<file path="config.mk">
export PLATFORM = sky130hd
export DESIGN_NAME = rpa_color_lane
export DESIGN_NICKNAME = d
export VERILOG_FILES = /design/src/rtl/rpa_pkg.sv /design/src/rtl/rpa_color_lane.sv
export SDC_FILE = /design/constraint.sdc
export NUM_CORES = 2
export LEC_CHECK = 0
export BUFFER_PORTS_ARGS = -buffer_cell sky130_fd_sc_hd__buf_2
export CORE_MARGIN = 10
export CORE_UTILIZATION = 30
export DETAILED_ROUTE_END_ITERATION = 7
export GPL_TIMING_DRIVEN = 0
export PLACE_DENSITY_LB_ADDON = 0.05
export REMOVE_ABC_BUFFERS = 1
export SLEW_MARGIN = 20
export SYNTH_ARGS = -nofsm -noshare
export SYNTH_HDL_FRONTEND = slang
export SYNTH_SLANG_ARGS = --single-unit
</file>
<file path="constraint.sdc">
create_clock -name clk -period 20.9 [get_ports clk]
set_input_delay 5.225 -clock clk [delete_from_list [all_inputs] [get_ports clk]]
set_output_delay 5.225 -clock clk [all_outputs]
set_load 0.01 [all_outputs]
</file>
<file path="src/rtl/rpa_pkg.sv">
// shared types, constants and helpers for the rgba pre-integration accumulator
package rpa_pkg;

    localparam int SAMPLE_W   = 16;
    localparam int INTEGRAL_W = 24;
    localparam int PROD_W     = 31;
    localparam int SUM_W      = 32;
    localparam int ASUM_W     = 17;

    localparam logic [SAMPLE_W-1:0]   ONE_Q15 = 16'h8000;
    localparam logic [INTEGRAL_W-1:0] ONE_Q23 = 24'h80_0000;

    typedef logic [SAMPLE_W-1:0]   sample_t;
    typedef logic [INTEGRAL_W-1:0] integral_t;
    typedef logic [PROD_W-1:0]     prod_t;

    typedef struct packed {
        logic load;
        logic scale;
        logic commit;
        logic first;
    } lane_ctrl_t;

    function automatic sample_t sat_q15(input sample_t v);
        sat_q15 = (v > ONE_Q15) ? ONE_Q15 : v;
    endfunction

    function automatic integral_t acc_update(input integral_t acc, input integral_t inc,
                                             input logic first);
        logic [INTEGRAL_W:0] s;
        s = {1'b0, acc} + {1'b0, inc};
        if (first)
        begin
            acc_update = '0;
        end
        else if (s > {1'b0, ONE_Q23})
        begin
            acc_update = ONE_Q23;
        end
        else
        begin
            acc_update = s[INTEGRAL_W-1:0];
        end
    endfunction

endpackage

</file>
<file path="src/rtl/rpa_color_lane.sv">
// one color lane: alpha weighting, trapezoid scaling and saturating accumulation
module rpa_color_lane (
    input  logic                clk,
    input  logic                rst_n,
    input  rpa_pkg::lane_ctrl_t ctrl,
    input  rpa_pkg::sample_t    color,
    input  rpa_pkg::sample_t    alpha,
    input  rpa_pkg::sample_t    prev_alpha,
    input  rpa_pkg::sample_t    step,
    output rpa_pkg::integral_t  integral
);
    import rpa_pkg::*;

    sample_t   prev_color_reg;
    prod_t     prod_cur_reg;
    prod_t     prod_prev_reg;
    integral_t inc_reg;
    integral_t acc_reg;

    logic [2*SAMPLE_W-1:0]        prod_cur_full;
    logic [2*SAMPLE_W-1:0]        prod_prev_full;
    logic [SUM_W-1:0]             sum;
    logic [SAMPLE_W+SUM_W-1:0]    scaled;
    integral_t                    inc_next;
    integral_t                    acc_next;

    assign prod_cur_full  = {{SAMPLE_W{1'b0}}, color} * {{SAMPLE_W{1'b0}}, alpha};
    assign prod_prev_full = {{SAMPLE_W{1'b0}}, prev_color_reg} * {{SAMPLE_W{1'b0}}, prev_alpha};
    assign sum            = {1'b0, prod_cur_reg} + {1'b0, prod_prev_reg};
    assign scaled         = {{SUM_W{1'b0}}, step} * {{SAMPLE_W{1'b0}}, sum};
    assign inc_next       = scaled[INTEGRAL_W+22:23];
    assign acc_next       = acc_update(acc_reg, inc_reg, ctrl.first);

    always_ff @(posedge clk or negedge rst_n)
    begin
        if (!rst_n)
        begin
            prev_color_reg <= '0;
            acc_reg        <= '0;
        end
        else
        begin
            if (ctrl.load)
            begin
                prev_color_reg <= color;
            end
            if (ctrl.commit)
            begin
                acc_reg <= acc_next;
            end
        end
    end

    always_ff @(posedge clk)
    begin
        if (ctrl.load)
        begin
            prod_cur_reg  <= prod_cur_full[PROD_W-1:0];
            prod_prev_reg <= prod_prev_full[PROD_W-1:0];
        end
        if (ctrl.scale)
        begin
            inc_reg <= inc_next;
        end
    end

    assign integral = acc_reg;

endmodule

</file>
---- After elaboration in Yosys (flattened, before gate mapping) ----
Index checks and enable logic that the tools add are counted.
word-level totals
  bits in registers ....................... 126
  output and inout bits ................... 24
  input bits .............................. 70
  logic and storage cells ................. 13
cells by class
  $lt $le $gt $ge ......................... 1
  muxes and demuxes ....................... 2
  $mul .................................... 3
  add/sub/neg operators ................... 2
operator list
  kind                    number
  $mul A16 B16 Y31        2
  $mux W24                2
  $mul A16 B32 Y47        1
  $add A31 B31 Y32        1
  $add A24 B24 Y25        1
  $gt A25 B24 Y1 const B  1

---- Longest topological paths before layout ----
  depth in word-level cells ............... 4
  depth in mapped cells ................... 34
  depth with buffers taken out ............ 33

---- Worst setup path before layout ----
OpenSTA, ideal clock, no wires.
  path kind ............................... input-to-reg
  from .................................... in step[1]
  to ...................................... reg inc_reg[21] (data pin)
  required time ........................... 20635 ps
  stages .................................. 23
  path buffers ............................ 1
  library setup time ...................... 265 ps
  slack ................................... 9829 ps
  arrival ................................. 10806 ps
  cells stage by stage .................... clkbuf_1 > nand2_1 > fa_1 > inv_1 > fa_1 > inv_1 > fa_1 > fa_1 > inv_1 > fa_1 > inv_1 > fa_1 > inv_1 > ha_1 > a41oi_1 > o21ai_0 > a41oi_1 > o31ai_1 > a2111oi_2 > o311a_1 > o21ba_2 > o21ai_0 > xor2_1
on the way
  longest elaborated chain between the ends .. 1
RTL lines
  element                 RTL line              RTL
  start: declaration      rpa_color_lane.sv:9   input rpa_pkg::sample_t step,
  $mul A16 B32 Y47        rpa_color_lane.sv:30  assign scaled = {{SUM_W{1'b0}}, step} * {{SAMPLE_W{1'b0}}, sum};
  via scaled[44]          rpa_color_lane.sv:23  logic [SAMPLE_W+SUM_W-1:0] scaled;
  end signal: assignment  rpa_color_lane.sv:63  inc_reg <= inc_next;
  end: declaration        rpa_color_lane.sv:17  integral_t inc_reg;
The timed path passes the listed nets, and every way through them passes these cells.
A chain may end at the register's enable or synchronous reset.

---- Worst setup path in the final report ----
Ends and elaborated chain as after synthesis.

==> summary.md <==
| Metric | Value |
|---|---|
| Initial core utilization | between 30% and 40% |
| WL final | roughly 110000 um |
| Unrepaired setup endpoints after global routing | false |
| Area grow syn2layout | 8.256% |
| Core Box Area | 127400 um2 |
| Met3 usage in global routing | 1.295% |
| Share of layout cells above drive strength 1 | 5.745% |
| Max Clk Rate | 79.22 MHz |
| H-tree levels | 4 |
| Synthesized cell area | slightly below 40000 um2 |
| Port bufs | 93 |
| Seq cells post-synth | approximately 130 |
| Routed len/inst | 18.80 um |
| Type of the worst setup path | input pin to flop |
| Final Non-Filler Cells | 5826 |
| Remaining DRCs | 0 |
| Die Y-Extent | 377.9 um |
| Top FF cell, synth | edfxtp_1 |
| # Post-CTS Setup Buffers | 0 |
| Fillcell total | 13500 |
| Register area share after synthesis | 9.328% |
| Initial antenna violation count | 4 |
| Vias per inst | 4.582 |
| Clk_lat worst skew | roughly 0.48 ns |
| Setup violators final | 0 |
| Final Hold Viols | 0 |
| Arr. time, crit path | 12.84 ns |
| Synth top area cells | fa_1 (42%), ha_1 (12%), inv_1 (9.3%) |
| GRT met2 Usage | 28.42% |
| Global route total overflow | 0 |
| Drt first pass iters | 5 |
| Crit. End Element | flop |
| Post-synth EDFFs | 86 |
| Max Buffers Root-to-Sink | 2 |
| Busiest layer in global routing | met2 |
| R2r worst-path depth | 32 |
| Hold path endpoint | integral[7]$_DFFE_PN0P_ |
| Nets | 5389 |
| Clock skew | approximately 0.017 ns |
| Post-synth ARST share | a little under a third |
| Max cap viols | 0 |
| # hold bufs at CTS | 0 |
| Met1 GRT Util | between 20% and 30% |
| Largest net degree at the start of global routing | 51 |
| Critical Path RT | ~21 ns |
| First-pass GRT wire length | 176900 um |
| Crit Path Max Fanout | 32 |
| DRT antenna net count | 0 |
| Fin crit share | 60.40% |
| WHS Path Cells | 2 |
| Worst Setup Start Kind | input pin |
| GP Congestion | between 0.7 and 0.8 |
| Total Neg Setup Slack | 0 ns |
| Die area | roughly 140000 um2 |
| # clock sinks | 126 |
| Via count | 26700 |
| Total GRT Usage | 15.94% |
| Synth Instances | 4161 |
| Die width | 377.9 um |
| Hold Crit Class | flop to flop |
| Syn Area/Cell | 9.233 um2 |
| R2r startpoint | prod_cur_reg[0]$_DFFE_PP_ |
| CTS resizes | 0 |
| Final slew viol count | 0 |
| TritonCTS clock tree | yes |
| Rows | 131 |
| Hold slack | 0.5662 ns |
| Outcome | finished, final reports clean |
| Initial DRC count | 1040 |
| Cell variety after synth | 79 |
| Post-route minimum period | 12.62 ns |
| Slew HR | 23.64% |
| Final core utilization | 32.66% |
| Placed insts | 5790 |
| Post-synth top area cell | fa_1 |
| Worst-margin pin slew | 1.136 ns |
| Yosys warning count | 0 |
| Clk Tree Root Cell | clkbuf_16 |
| R2r endpoint | inc_reg[21]$_DFFE_PP_ |
| Flop2flop setup slack | ~11 ns |
| Num CTS Buffers | 17 |
| Vias in the first global route | 30220 |
| Worst hold start | integral[7]$_DFFE_PN0P_ |
| Worst-path clk slew | 0.07 ns |
| Post-DP HPWL | between 80000 and 90000 um |
| Ports | 94 |
| Top-area cell type share of the netlist area | 41.90% |
-- placed cells by master, fill, tap and decap left out, drive strengths merged, types with 8 or more instances in the layout --
cell	synthesis	final
fa	804	804
o211ai	9	9
nand3	26	26
nand4	9	9
o22ai	24	24
nor2	50	50
nor2b	16	16
clkbuf	146	17
and3	10	10
xor2	40	40
dfrtp	40	40
inv	948	953
and2	411	411
a21o	57	57
o21a	14	14
mux2	17	17
clkinv	0	8
ha	368	368
xnor2	93	93
nand2b	24	24
buf	11	124
a211oi	15	15
o21ai	56	56
o21bai	22	22
edfxtp	86	86
nor3	13	13
nand2	652	652
a21oi	103	103
a31oi	16	16
-- layer usage --
layer	up-vias	wire length, um
met5	-	0
met4	0	1301
met3	57	1957
met2	260	55300
met1	13860	50970
li1	12520	-
-- cells in the mapped netlist (5+ instances only) --
cell and n:
a211oi_1 14, a21o_1 57, a21oi_1 103, a31oi_1 16
a41oi_1 5, and2_1 411, and3_1 10, clkbuf_1 146
dfrtp_1 40, edfxtp_1 86, fa_1 804, ha_1 368
inv_1 948, mux2_2 17, nand2_1 652, nand2b_1 24
nand3_1 26, nand4_1 9, nor2_1 50, nor2b_1 16
nor3_1 13, o211ai_1 8, o21a_1 14, o21ai_0 53
o21bai_1 21, o22ai_2 20, xnor2_1 93, xor2_1 40
-- layout make-up --
cell class | count | area, um2 | share of cell area, %
multi-input combinational | 2930 | 30900 | 74.30
sequential | 126 | 3583 | 8.616
inverter | 948 | 3558 | 8.556
tap | 1662 | 2079 | 5.000
timing repair buffer | 124 | 923.4 | 2.220
clock buffer | 17 | 425.4 | 1.023
clock inverter | 15 | 110.1 | 0.2648
antenna | 4 | 10.01 | 0.02407
-- worst max path at each step --
| stage | depth (start not counted) | startpoint | slack [ns] | end |
|---|---|---|---|---|
| after floorplan | 22 | step[1] | 10.12 | inc_reg[21]$_DFFE_PP_ |
| after global placement | 21 | step[1] | 7.61 | inc_reg[21]$_DFFE_PP_ |
| after detailed placement | 21 | step[1] | 7.65 | inc_reg[21]$_DFFE_PP_ |
| after CTS | 21 | step[1] | 8.15 | inc_reg[21]$_DFFE_PP_ |
| after global routing | 21 | step[1] | 7.87 | inc_reg[21]$_DFFE_PP_ |
| final | 21 | step[1] | 8.28 | inc_reg[21]$_DFFE_PP_ |
-- cells by family (layout without fill, tap and decap cells) --
group / after synthesis / count (layout) / synth area share [%]
muxes: 19 / 19 / 0.5504
buffers and inverters: 1105 / 1104 / 10.93
DFF: 126 / 126 / 9.328
other: 0 / 4 / 0
and+or+nand+nor: 1237 / 1237 / 15.54
AOI/OAI and AO/OA: 369 / 369 / 6.742
xor gates and xnor gates: 133 / 133 / 3.032
adders and majority gates: 1172 / 1172 / 53.88
-- through the flow --
stage	instance area, um2	setup WS (ns)
after floorplan	37780	10.12
after global placement	40320	7.607
after detailed placement	41040	7.648
after CTS	41580	8.155
after global routing	41580	7.868
final	41590	8.276
-- worst max-delay path, stage by stage --
cell	delay (ns)
buf_2	0.70
nand2_1	0.18
fa_1	0.57
inv_1	0.05
fa_1	0.53
inv_1	0.06
fa_1	0.50
inv_1	0.05
fa_1	0.57
fa_1	0.45
fa_1	0.46
ha_1	0.30
o21ai_0	0.10
o21ai_0	0.45
a41oi_1	0.28
o31ai_1	0.99
a2111oi_2	0.26
o311a_1	0.48
o21ba_2	0.26
o21ai_0	0.22
xor2_1	0.09
Power is left out: the tool's default activity adds up to more than one toggle a clock period on the data nets, which glitch-free logic cannot reach.
