$ cat config.mk
export PLATFORM = sky130hd
export DESIGN_NAME = rpa_alpha_lane
export DESIGN_NICKNAME = d
export VERILOG_FILES = /design/src/rtl/rpa_pkg.sv /design/src/rtl/rpa_alpha_lane.sv
export SDC_FILE = /design/constraint.sdc
export NUM_CORES = 1
export LEC_CHECK = 0
export ABC_CLOCK_PERIOD_IN_PS = 8000
export BUFFER_PORTS_ARGS = -buffer_cell sky130_fd_sc_hd__buf_2
export CAP_MARGIN = 30
export CORE_MARGIN = 2
export CORE_UTILIZATION = 64
export DETAILED_ROUTE_END_ITERATION = 8
export GPL_TIMING_DRIVEN = 0
export PLACE_DENSITY = 0.93
export SLEW_MARGIN = 25
export SYNTH_ARGS = -nofsm -noshare
export SYNTH_HDL_FRONTEND = slang
export SYNTH_SLANG_ARGS = --single-unit
$ cat constraint.sdc
create_clock -name clk -period 8 [get_ports clk]
set_input_delay 1.2 -clock clk [delete_from_list [all_inputs] [get_ports clk]]
set_output_delay 1.2 -clock clk [all_outputs]
set_load 0.02 [all_outputs]
$ cat src/rtl/rpa_pkg.sv
// shared types, constants and helpers for the rgba pre-integration accumulator
package rpa_pkg;

    localparam int SAMPLE_W   = 16;
    localparam int INTEGRAL_W = 24;
    localparam int PROD_W     = 31;
    localparam int SUM_W      = 32;
    localparam int ASUM_W     = 17;

    localparam logic [SAMPLE_W-1:0]   ONE_Q15 = 16'h8000;
    localparam logic [INTEGRAL_W-1:0] ONE_Q23 = 24'h80_0000;

    typedef logic [SAMPLE_W-1:0]   sample_t;
    typedef logic [INTEGRAL_W-1:0] integral_t;
    typedef logic [PROD_W-1:0]     prod_t;

    typedef struct packed {
        logic load;
        logic scale;
        logic commit;
        logic first;
    } lane_ctrl_t;

    function automatic sample_t sat_q15(input sample_t v);
        sat_q15 = (v > ONE_Q15) ? ONE_Q15 : v;
    endfunction

    function automatic integral_t acc_update(input integral_t acc, input integral_t inc,
                                             input logic first);
        logic [INTEGRAL_W:0] s;
        s = {1'b0, acc} + {1'b0, inc};
        if (first)
        begin
            acc_update = '0;
        end
        else if (s > {1'b0, ONE_Q23})
        begin
            acc_update = ONE_Q23;
        end
        else
        begin
            acc_update = s[INTEGRAL_W-1:0];
        end
    endfunction

endpackage

$ cat src/rtl/rpa_alpha_lane.sv
// alpha lane: keeps the previous opacity and accumulates the opacity integral
module rpa_alpha_lane (
    input  logic                clk,
    input  logic                rst_n,
    input  rpa_pkg::lane_ctrl_t ctrl,
    input  rpa_pkg::sample_t    alpha,
    input  rpa_pkg::sample_t    step,
    output rpa_pkg::sample_t    prev_alpha,
    output rpa_pkg::integral_t  integral
);
    import rpa_pkg::*;

    sample_t            prev_alpha_reg;
    logic [ASUM_W-1:0]  asum_reg;
    integral_t          inc_reg;
    integral_t          acc_reg;

    logic [SAMPLE_W+ASUM_W-1:0] scaled;
    integral_t                  acc_next;

    assign scaled   = {{ASUM_W{1'b0}}, step} * {{SAMPLE_W{1'b0}}, asum_reg};
    assign acc_next = acc_update(acc_reg, inc_reg, ctrl.first);

    always_ff @(posedge clk or negedge rst_n)
    begin
        if (!rst_n)
        begin
            prev_alpha_reg <= '0;
            acc_reg        <= '0;
        end
        else
        begin
            if (ctrl.load)
            begin
                prev_alpha_reg <= alpha;
            end
            if (ctrl.commit)
            begin
                acc_reg <= acc_next;
            end
        end
    end

    always_ff @(posedge clk)
    begin
        if (ctrl.load)
        begin
            asum_reg <= {1'b0, alpha} + {1'b0, prev_alpha_reg};
        end
        if (ctrl.scale)
        begin
            inc_reg <= scaled[INTEGRAL_W+7:8];
        end
    end

    assign prev_alpha = prev_alpha_reg;
    assign integral   = acc_reg;

endmodule

---- Yosys cells after proc, flatten, opt, wreduce, memory -nomap -nowiden ----
Cells that the tools add are included.
word-level totals
  register bits after elaboration ......... 81
  input port bits ......................... 38
  output and inout port bits .............. 40
cells by class
  add/sub/neg operators ................... 2
  multiply operators ...................... 1
  order comparisons ....................... 1
  mux-type cells .......................... 2
operator list
  cell                                                                     number
  24-bit 2-to-1 mux                                                        2
  16-bit by 17-bit multiplier with 32-bit output                           1
  24-bit by 24-bit adder with 25-bit output                                1
  25-bit by 24-bit > comparator with 1-bit output (second input constant)  1
  16-bit by 16-bit adder with 17-bit output                                1

---- Logic depth before layout (Yosys ltp) ----
Gate-level depths: netlist of the first run.
  depth in word-level cells ............... 4
  depth in mapped cells ................... 24

---- Least setup slack after synthesis of the first run ----
No wires, ideal clock.
  path type ............................... input -> register
  from .................................... in step[7]
  to ...................................... reg inc_reg[23], data pin
  setup time .............................. 0.138 ns
  data arrival time ....................... 6.828 ns
  required time ........................... 7.862 ns
  path slack .............................. 1.035 ns
  cell stages on the path ................. 22
  cells stage by stage .................... clkbuf_1 > clkbuf_1 > nand2_1 > fa_1 > inv_1 > fa_1 > inv_1 > fa_1 > inv_1 > fa_1 > fa_1 > inv_1 > fa_1 > inv_1 > ha_1 > nand4_1 > o21ai_0 > o211ai_2 > a2111oi_4 > a2111oi_2 > or3_1 > nand4_1
between the ends
  cells in the longest elaborated chain, start to end .. 1
RTL lines
  element                                         RTL line              RTL
  start: declaration                              rpa_alpha_lane.sv:7   input rpa_pkg::sample_t step,
  16-bit by 17-bit multiplier with 32-bit output  rpa_alpha_lane.sv:21  assign scaled = {{ASUM_W{1'b0}}, step} * {{SAMPLE_W{1'b0}}, asum_reg};
  via scaled[31]                                  rpa_alpha_lane.sv:18  logic [SAMPLE_W+ASUM_W-1:0] scaled;
  end signal: assignment                          rpa_alpha_lane.sv:52  inc_reg <= scaled[INTEGRAL_W+7:8];
  end: declaration                                rpa_alpha_lane.sv:15  integral_t inc_reg;
The timed path passes the listed nets, and every way through them passes these cells.
A chain may end at the register's enable or synchronous reset.

---- Worst setup path after layout of the first run ----
  from .................................... in step[8]
  to ...................................... reg inc_reg[22], data pin
Same word-level chain as after synthesis.

==> results of run 1 <==
==> worst max path at each step <==
stage             from                     to  slack (ns)  depth (start not counted)
6_report       step[8]  inc_reg[22]$_DFFE_PP_        0.42                         21
4_1_cts        step[8]  inc_reg[23]$_DFFE_PP_        0.49                         22
5_1_grt        step[8]  inc_reg[23]$_DFFE_PP_        0.20                         22
2_1_floorplan  step[7]  inc_reg[23]$_DFFE_PP_        1.03                         22
3_5_place_dp   step[8]  inc_reg[23]$_DFFE_PP_        0.15                         22
3_3_place_gp   step[8]  inc_reg[23]$_DFFE_PP_        0.25                         22
==> stage by stage <==
stage	instance area, um2	util, %	hold WS (ns)
detailed placement	13600	69.3	0.521
finish	13900	70.9	0.534
global placement	13600	69.3	0.517
CTS	13900	70.9	0.535
global route	13900	70.9	0.563
floorplan	12900	-	0.573
==> worst max-delay path: stages <==
cell and delay [ns]:
clkbuf_1 0.38, clkbuf_1 0.54, nand2_1 0.16, fa_1 0.54, inv_1 0.05, fa_1 0.50, fa_1 0.63, fa_1 0.45
fa_1 0.50, inv_1 0.05, fa_1 0.48, inv_1 0.04, ha_1 0.30, and4_1 0.23, a21oi_1 0.13, o21ai_0 0.15
nor3_1 0.35, a2111oi_4 0.18, a2111oi_2 0.48, o21ai_1 0.16, xor2_1 0.17
==> Yosys cell counts, drive strengths merged, types with 22 or more instances <==
cell	number
xnor2	36
clkbuf	41
and2	126
nand2	171
edfxtp	41
a21oi	42
nor2	35
fa	208
o22ai	22
inv	279
dfrtp	40
ha	138
o21ai	30
==> cell type report <==
class	count	area (um2)
buffer	44	168
clock buffer	9	225
clock inverter	7	78.8
fill	1407	5720
inverter	279	1050
multi-input combinational	965	9490
sequential	81	2230
tap	265	332
timing repair buffer	73	368
==> logic make-up after synthesis <==
family	after synthesis
AND/OR/NAND/NOR	396
buffers and inverters	323
AO/OA/AOI/OAI	154
XOR/XNOR	52
multiplexers	17
flip-flops	81
adder cells (fa/ha/maj)	346
==> routing by layer <==
metal | vias to the layer above | routed length, um | share of wire (%)
met1 | 5043 | 11200 | 36
met3 | 144 | 2530 | 8.0
met4 | 0 | 1760 | 5.6
met5 | - | 0 | 0
met2 | 518 | 15800 | 51
li1 | 4476 | - | -
==> impl_metrics.csv, run 1 <==
group,metric,value,unit
sta,tns,0,ns
global_routing,grt_max_degree,41,
sta,slew_headroom,42.9,%
floorplanning,dieArea,21400,um2
sta,drv_slew,0,
clock_network,cts_setup_buffers,0,
sta,fin_ws,0.424,ns
finish,finalNonFillerCells,1723,
finish,mostFrequentLayoutCell,"inv_1",
drt,ant_nets,0,
global_routing,grtUsageMet2,52.1,%
floorplanning,ios,78,
finish,diodes,0,
yosys,yosys_warnings,0,
global_routing,grt_pass1_vias,10900,
global_routing,overflow,0,
global_routing,grt_pass1_wl,51200,um
clock_network,cts_root_buf,"clkbuf_16",
yosys,synth_fa_ha_area_share,45.5,%
sta,timing.final.crit_share,94.7,%
sta,fmax,132,MHz
sta,hold_viol_final,0,
drt,dr_total_vias,10200,
place,dpl.hpwl,25300,um
floorplanning,die_w,146,um
floorplanning,start_util,65.8,%
clock_network,htreeDepth,3,
min_path,hold_path_end,"prev_alpha[4]$_DFFE_PN0P_",
setup_path,cp_data_arrival_time,7.68,ns
yosys,synth_xor_xnor_area_share,3.52,%
min_path,min-delay-path-class,"reg2reg",
yosys,ys_ff_latch,81,
flow_run,cap_violations,0,
setup_path,critPathRequiredTime,8.10,ns
drt,viasPerCell,5.91,
place,dp_worst_setup_slack,0.153,ns
setup_path,r2r_start,"asum_reg[10]$_DFFE_PP_",
clock_network,cts.sinks,81,
yosys,synth_compound_area_share,7.76,%
run_status,status,"finished, final reports clean",
drt,routed_wl,31400,um
finish,final_cell_mix,"inv_1, fa_1, nand2_1, ha_1, and2_1",
sta,setup-violations-final,0,
sta,period_needed,7.58,ns
clock_network,path_clk_slew,0.07,ns
yosys,yosys.area_share.simple,15.0,%
floorplanning,dieHeight,146,um
floorplanning,rows,51,
min_path,holdPathStages,1,
setup_path,critical_path_class,"in2reg",
global_routing,busiest_layer,"met2",
yosys,synth-edff-count,41,
setup_path,rr_endpoint,"inc_reg[22]$_DFFE_PP_",
yosys,synth_top_area_share,32.2,%
global_routing,antenna_found_initial,0,
finish,area_growth,7.76,%
clock_network,clk_path_buf_depth,2,
drt,routedWlPerCell,18.2,um
min_path,hp-start,"prev_alpha[4]$_DFFE_PN0P_",
yosys,synthesis.nets,1753,
setup_path,startpoint_type,"input port",
yosys,synth-main-ff-cell,"edfxtp_1",
yosys,syn_inst,1369,
yosys,ys_types,55,
yosys,synthTopCellsByArea,"fa_1, ha_1, edfxtp_1",
setup_path,r2r_cells,21,
drt,firstDrtPassIters,6,
floorplanning,coreArea,19700,um2
finish,nNetsFinal,1837,
setup_path,r2r_setup_slack,0.99,ns
yosys,syn_area,12900,um2
sta,clock_skew,0.00884,ns
drt,dr.first_iter.drc_count,729,
clock_network,cts_tree,"yes",
clock_network,ctsResizeCount,0,
sta,rsz0062_at_grt,"false",
global_routing,grt_use_total,30.2,%
setup_path,critPathMaxFanout,10,
finish,drive_gt1_share,8.02,%
yosys,synth_seq_area_share,17.3,%
place,place.gp.congestion,0.991,
setup_path,end_kind,"flip-flop",
yosys,synthMuxAreaShare,1.47,%
clock_network,clk_latency,0.35,ns
clock_network,ctsHoldBuffers,0,
place,io_buffers,73,
place,dp.cells,1707,
drt,post-route-drc-count,0,
clock_network,numCtsBuffers,9,
sta,tightest_slew,0.851,ns
global_routing,grtUsageMet1,36.4,%
global_routing,met3_usage,4.78,%
yosys,avgSynthCellArea,9.45,um2
yosys,synth_largest_area_cell,"fa_1",
yosys,synth_async_sr_flop_share,49.4,%
yosys,synth_top_family_by_area,"adder cells",
Power of run 1 is left out: the tool's default activity adds up to more than one toggle a clock period on the data nets, which glitch-free logic cannot reach.
==> run 2, diff against run 1 <==
--- a/config.mk
+++ b/config.mk
@@ -9,10 +9,10 @@
 export BUFFER_PORTS_ARGS = -buffer_cell sky130_fd_sc_hd__buf_2
 export CAP_MARGIN = 30
 export CORE_MARGIN = 2
-export CORE_UTILIZATION = 64
+export CORE_UTILIZATION = 45
 export DETAILED_ROUTE_END_ITERATION = 8
 export GPL_TIMING_DRIVEN = 0
-export PLACE_DENSITY = 0.93
+export PLACE_DENSITY = 0.72
 export SLEW_MARGIN = 25
 export SYNTH_ARGS = -nofsm -noshare
 export SYNTH_HDL_FRONTEND = slang
==> run 2 against run 1 <==
Fmax is 0.78% higher. Sequential cell count is the same. Critical path depth up 1. Final area increased by 1.1%. Via count fell by 5.7%. Utilization decreased by 21 points. Routed wire length down 5.7%. Clock skew up 0.0062 ns. Register-to-register slack better by 0.02 ns. Critical endpoint is now inc_reg[23]$_DFFE_PP_.
==> impl_metrics.csv, run 2 (synthesis results as in run 1) <==
group,metric,value,unit
floorplanning,die_w,174,um
sta,whs,0.534,ns
floorplanning,dieHeight,174,um
sta,setup-violations-final,0,
clock_network,clk_path_buf_depth,2,
min_path,min-delay-path-class,"reg2reg",
drt,dr_total_vias,9600,
drt,routed_wl,29600,um
drt,firstDrtPassIters,5,
sta,rsz0062_at_grt,"false",
min_path,hp-start,"prev_alpha[12]$_DFFE_PN0P_",
finish,mostFrequentLayoutCell,"inv_1",
floorplanning,ios,78,
setup_path,startpoint_type,"input port",
min_path,hold_path_end,"prev_alpha[12]$_DFFE_PN0P_",
finish,area_growth,8.90,%
setup_path,critPathTopFamily,"adder cells",
floorplanning,coreArea,28500,um2
setup_path,end_kind,"flip-flop",
global_routing,overflow,0,
flow_run,cap_violations,0,
place,place.gp.congestion,0.935,
finish,nNetsFinal,1838,
global_routing,grt_pass1_vias,9983,
global_routing,grt_max_degree,26,
setup_path,critical_path_class,"in2reg",
finish,fin_util,49.5,%
global_routing,grt_use_total,20.5,%
sta,timing.final.crit_share,94.0,%
clock_network,cts_root_buf,"clkbuf_16",
sta,period_needed,7.52,ns
setup_path,critPathRequiredTime,8.20,ns
clock_network,ctsHoldBuffers,0,
setup_path,worst_path_max_delay_cell,"fa_1",
setup_path,cp-startpoint,"step[7]",
clock_network,cts_setup_buffers,0,
finish,diodes,0,
sta,tightest_slew,0.682,ns
place,dp_worst_setup_slack,-0.0893,ns
finish,fillCellCount,2668,
drt,ant_nets,0,
setup_path,rr_endpoint,"inc_reg[23]$_DFFE_PP_",
finish,drive_gt1_share,8.22,%
place,io_buffers,73,
sta,drv_slew,0,
clock_network,cts.sinks,81,
setup_path,r2r_start,"asum_reg[7]$_DFFE_PP_",
setup_path,cpMostUsedCell,"fa_1",
run_status,status,"finished, final reports clean",
clock_network,path_clk_slew,0.06,ns
floorplanning,dieArea,30100,um2
setup_path,max_stage_delay,0.56,ns
sta,fmax,133,MHz
setup_path,path_cells,"clkbuf_1 > clkbuf_1 > nand2_1 > fa_1 > inv_1 > fa_1 > inv_1 > fa_1 > inv_1 > fa_1 > fa_1 > inv_1 > fa_1 > inv_1 > ha_1 > nand4_1 > a211oi_2 > o211ai_2 > a2111oi_4 > a2111oi_2 > or3_1 > nand4_1",
setup_path,cp_data_arrival_time,7.72,ns
global_routing,antenna_found_initial,0,
min_path,holdPathStages,1,
sta,fin_ws,0.483,ns
drt,post-route-drc-count,0,
drt,viasPerCell,5.21,
floorplanning,start_util,45.4,%
setup_path,r2r_cells,21,
floorplanning,rows,62,
clock_network,cts_tree,"yes",
place,dpl.hpwl,24900,um
sta,clock_skew,0.0151,ns
setup_path,critPathMaxFanout,10,
setup_path,r2r_setup_slack,1.01,ns
drt,routedWlPerCell,16.1,um
drt,dr.first_iter.drc_count,479,
setup_path,crit_buf_inv,7,
sta,slew_headroom,54.5,%
finish,final_cell_mix,"inv_1, fa_1, nand2_1, ha_1, and2_1",
clock_network,numCtsBuffers,9,
global_routing,grt_pass1_wl,49300,um
sta,hold_viol_final,0,
clock_network,clk_latency,0.36,ns
clock_network,ctsResizeCount,0,
clock_network,htreeDepth,3,
## run 2: through the flow
| step | TNS (ns) | area [um2] | std cells |
|---|---|---|---|
| 2_1_floorplan | 0 | 12900 | 1369 |
| 3_3_place_gp | 0 | 13800 | 1826 |
| 3_5_place_dp | -0.129 | 13800 | 1827 |
| 4_1_cts | 0 | 14100 | 1843 |
| 5_1_grt | 0 | 14100 | 1843 |
| 6_report | 0 | 14100 | 1843 |
## run 2: layout make-up
class / count / area, um2 / area share [%]
Multi-Input combinational cell: 965 / 9490 / 67.4
Sequential cell: 81 / 2230 / 15.8
Inverter: 279 / 1050 / 7.44
Tap cell: 384 / 480 / 3.41
Timing Repair Buffer: 74 / 385 / 2.74
Clock buffer: 10 / 239 / 1.70
Buffer: 44 / 169 / 1.20
Clock inverter: 6 / 45.0 / 0.320
## run 2: how the worst max path moves through the flow
stage / end / slack (ns) / depth (start not counted)
after floorplan: inc_reg[23]$_DFFE_PP_ / 1.03 / 22
after global placement: inc_reg[23]$_DFFE_PP_ / 0.01 / 22
after detailed placement: inc_reg[23]$_DFFE_PP_ / -0.09 / 22
after CTS: inc_reg[23]$_DFFE_PP_ / 0.25 / 22
after global routing: inc_reg[23]$_DFFE_PP_ / 0.13 / 22
final: inc_reg[23]$_DFFE_PP_ / 0.48 / 22
## run 2: metal layers
layer  global-route usage [%]  wire length [um]  up-vias  share of wire, %
li1                         -                 -     4469                 -
met1                     26.6             12500     4796                42
met2                     34.7             14400      285                49
met3                     4.04              1890       50               6.4
met4                     6.25               810        0               2.7
met5                        0                 0        -                 0
Power of run 2 is left out for the same reason.
